[config.mk]
export PLATFORM = sky130hd
export DESIGN_NAME = ust_div
export DESIGN_NICKNAME = d
export VERILOG_FILES = /design/src/rtl/ust_div.sv
export SDC_FILE = /design/constraint.sdc
export NUM_CORES = 1
export LEC_CHECK = 0
export CAP_MARGIN = 25
export CELL_PAD_IN_SITES_DETAIL_PLACEMENT = 1
export CELL_PAD_IN_SITES_GLOBAL_PLACEMENT = 1
export CORE_ASPECT_RATIO = 0.9
export CORE_MARGIN = 2
export CORE_UTILIZATION = 59
export CTS_CLUSTER_SIZE = 10
export DETAILED_ROUTE_END_ITERATION = 7
export DONT_BUFFER_PORTS = 1
export PLACE_DENSITY_LB_ADDON = 0.1
export SLEW_MARGIN = 20
export SYNTH_ARGS = -nofsm -noshare
export SYNTH_HDL_FRONTEND = slang
export SYNTH_SLANG_ARGS = --single-unit
[constraint.sdc]
create_clock -name clk -period 8.19 [get_ports clk]
set_input_delay 1.638 -clock clk [delete_from_list [all_inputs] [get_ports clk]]
set_output_delay 1.638 -clock clk [all_outputs]
set_load 0.005 [all_outputs]
[src/rtl/ust_div.sv]
// pipelined restoring divider, one quotient bit per stage; no deps
// user holds divisor stable while words are in flight; not enforced
`default_nettype none

module ust_div #(
  parameter int NW = 9,
  parameter int DW = 40,
  parameter int QW = 30
) (
  input  wire logic          clk,
  input  wire logic          en,
  input  wire logic [NW-1:0] den,
  input  wire logic [DW-1:0] num,
  output logic      [QW-1:0] quo
);

  logic [NW-1:0] rem [QW];
  logic [QW-1:0] wrk [QW];

  for (genvar i = 0; i < QW; i++) begin : g_stage
    logic [NW-1:0] rem_in;
    logic [QW-1:0] wrk_in;
    logic [NW:0]   trial;

    if (i == 0) begin : g_first
      assign rem_in = NW'(num >> QW);
      assign wrk_in = num[QW-1:0];
    end else begin : g_next
      assign rem_in = rem[i-1];
      assign wrk_in = wrk[i-1];
    end

    assign trial = {rem_in, wrk_in[QW-1]};

    always_ff @(posedge clk) begin
      if (en) begin
        if (trial >= {1'b0, den}) begin
          rem[i] <= NW'(trial - {1'b0, den});
          wrk[i] <= {wrk_in[QW-2:0], 1'b1};
        end else begin
          rem[i] <= trial[NW-1:0];
          wrk[i] <= {wrk_in[QW-2:0], 1'b0};
        end
      end
    end
  end

  assign quo = wrk[QW-1];

endmodule

`default_nettype wire

==> results.sh <==
export IMPL_run_status="finished clean"
export IMPL_wirelength_microns=95300
export IMPL_ys_ff_latch=1161
export IMPL_cts_tree="yes"
export IMPL_first_pass_iters=5
export IMPL_yosys_warnings=0
export IMPL_grt_pass1_vias=28100
export IMPL_power_frac_seq_pct=45.5
export IMPL_die_w_microns=311
export IMPL_cp_common_cell="buf_16"
export IMPL_hp_class="flip-flop to flip-flop"
export IMPL_post_route_period_util_pct=54.6
export IMPL_vias_per_cell=5.88
export IMPL_hold_viol_final=0
export IMPL_cp_data_required_time_ns=8.64
export IMPL_slowest_delay_ns=0.70
export IMPL_p_total_uw=18100
export IMPL_drt_iter0_markers=1669
export IMPL_clock_fmax_ghz=0.223
export IMPL_initial_core_util_pct=59.4
export IMPL_tightest_slew_ns=1.12
export IMPL_power_density_nw_per_um2=328
export IMPL_syn_area_sq_um=49900
export IMPL_hpwlAfterDp_microns=59600
export IMPL_drc=0
export IMPL_critPathSlowestCell="buf_16"
export IMPL_grt_first_pass_wirelength_microns=150000
export IMPL_grtUsageTotal_pct=22.0
export IMPL_cts_buffer_depth=3
export IMPL_critPathKind="input pin to flip-flop"
export IMPL_syn_to_final_growth_pct=10.4
export IMPL_avgRoutedWirePerCell_microns=21.2
export IMPL_crit_arrival_ns=4.92
export IMPL_fin_setup_tns_ns=0
export IMPL_yosysTopAreaCell="edfxtp_1"
export IMPL_cts_hold_buffers_added=0
export IMPL_crit_chain="buf_16 -> buf_16 -> nor3b_1 -> nand2_1 -> o31ai_4 -> mux2_2"
export IMPL_die_area_sq_um=86900
export IMPL_htreeDepth=4
export IMPL_vias=26400
export IMPL_switching_power_uw=5290
export IMPL_clk_transition_reported_paths_ns=0.06
export IMPL_worst_path_max_fanout=224
export IMPL_synth_edf_count=1160
export IMPL_final_layout_size_suffix_gt1_share_pct=8.52
export IMPL_grt_overflow_total=0
export IMPL_cts_sinks=1161
export IMPL_synth_distinct_cells=64
export IMPL_fin_nets=3674
export IMPL_post_cts_buffers=0
export IMPL_irDropWorstVdd_mv=0.231
export IMPL_die_y_microns=280
export IMPL_synth_fa_ha_area_share_pct=7.94
export IMPL_coreArea_sq_um=84000
export IMPL_drv_cap=0
export IMPL_slew_headroom_pct=25.1
export IMPL_leakage_uw=0.0198
export IMPL_post_route_min_period_ns=4.48
export IMPL_antenna_found_initial=0
export IMPL_synth_top_area_share_pct=69.8
export IMPL_clockPowerShare_pct=28.8
export IMPL_dp_cells=4312
export IMPL_post_cts_resized=0
export IMPL_fin_skew_ns=0.0377
export IMPL_synthMuxAreaShare_pct=2.87
export IMPL_instances_no_fill=4490
export IMPL_critPathCaptureType="flip-flop"
export IMPL_synth_top_family_by_area="compound AO/OA/AOI/OAI gates"
export IMPL_syn_nets=3580
export IMPL_io_buffers=0
export IMPL_rows=101
export IMPL_yosys_cell_count_top_type="edfxtp_1"
export IMPL_synth_cells=3230
export IMPL_final_core_util_pct=65.6
export IMPL_rsz0062_at_grt="no"
export IMPL_insertion_delay_ns=0.73
export IMPL_intPower_uw=12800
export IMPL_finalSetupViolations=0
export IMPL_start_kind="input pin"
export IMPL_diodes=0
export IMPL_sw_frac_of_total_pct=29.3
export IMPL_cts_made_buffers=135
export IMPL_synth_area_top_cells="edfxtp_1 70%, ha_1 6.8%, mux2_2 2.0%"
export IMPL_grt_max_degree=1225
export IMPL_syn_area_per_cell_sq_um=15.4
export IMPL_synthTopCellsByCount="1,160 x edfxtp_1, 270 x ha_1, 184 x o21ai_0"
export IMPL_synth_compound_area_share_pct=9.00
export IMPL_synthArstFlopShare_pct=0
export IMPL_combPwrFrac_pct=25.7
export IMPL_antenna_left=0
export IMPL_io_pins=81
export IMPL_ys_flop_type="edfxtp_1"
export IMPL_place_congestion=0.846
export IMPL_yosysSeqAreaShare_pct=69.9
export IMPL_maxSlewViolCount=0
export IMPL_yosys_area_share_simple_pct=6.75
export IMPL_root_buffer="clkbuf_16"
export IMPL_synth_xor_area_share_pct=2.02
kinds of logic after synthesis:
logic type,after synthesis
compound gates,664
mux,132
fa+ha+maj,299
buf+inv,202
simple gates,657
xor+xnor,115
flops,1161
cell type report:
cell class | count | area [sq um]
multi-input cells | 1867 | 14300
inverters | 139 | 522
flip-flops and latches | 1161 | 34900
clock inverters | 16 | 322
repair buffers | 20 | 280
clock buffers | 154 | 3450
fillers | 7488 | 28900
well taps | 1133 | 1420
flip-flops by register name, summed over array words and instances, names as in the netlist:
| signal | flops |
|---|---|
| rem | 261 |
| wrk | 900 |
layer usage:
| metal | vias to the layer above | track usage [%] | routed length, microns |
|---|---|---|---|
| met5 | - | 0 | 0 |
| met4 | 0 | 8.05 | 2730 |
| met3 | 184 | 3.40 | 3300 |
| met2 | 498 | 39.0 | 49000 |
| met1 | 13200 | 27.4 | 40200 |
| li1 | 12600 | - | - |
per-stage QoR:
step | cell area, sq um | hold WS [ns] | setup slack (ns)
2_1_floorplan | 49900 | 0.400 | 3.91
3_3_place_gp | 51100 | 0.400 | 2.94
3_5_place_dp | 51100 | 0.405 | 2.86
4_1_cts | 54900 | 0.388 | 3.60
5_1_grt | 55100 | 0.395 | 3.49
6_report | 55100 | 0.392 | 3.71
cells in the final DEF (no fill, tap or decap), types with 30 or more instances in the layout:
cell type / count
inv_1: 138
edfxtp_1: 1160
a21oi_1: 102
nor3_1: 54
xnor2_1: 68
o31ai_1: 47
nand2_1: 173
o21a_1: 109
nand3_1: 42
mux2i_1: 43
nor2b_1: 80
nor2_1: 119
a21o_1: 46
nor3b_1: 34
o21ai_0: 184
nand2b_1: 46
mux2_2: 88
xor2_1: 47
ha_1: 270
clkbuf_16: 135
and2_1: 30
power groups by stage:
stage                     clock, uW  combinational (uW)  sequential, uW
after floorplan                   0                3560            8090
after global placement            0                4110            8260
after detailed placement          0                4430            8320
after CTS                      5350                4520            8220
after global routing           5540                5170            8300
final                          5210                4650            8230
worst paths after layout:
kind | from | endpoint | slack, ns | cells past startpoint
setup reg to reg | wrk[0][479] | rem[1][1] | 5.17 | 10
hold reg to reg | wrk[1][272] | wrk[1][303] | 0.39 | 0
setup / recovery | en | rem[0][83] | 3.71 | 6
hold / removal | wrk[1][272] | wrk[1][303] | 0.39 | 0
critical path: cells and delay by family:
| kind | cells | cell delay, ns |
|---|---|---|
| muxes | 1 | 0.42 |
| AOI/OAI and AO/OA | 1 | 0.55 |
| and+or+nand+nor | 2 | 0.70 |
| buffers and inverters | 2 | 1.39 |
(Power assumes the default switching activity.)
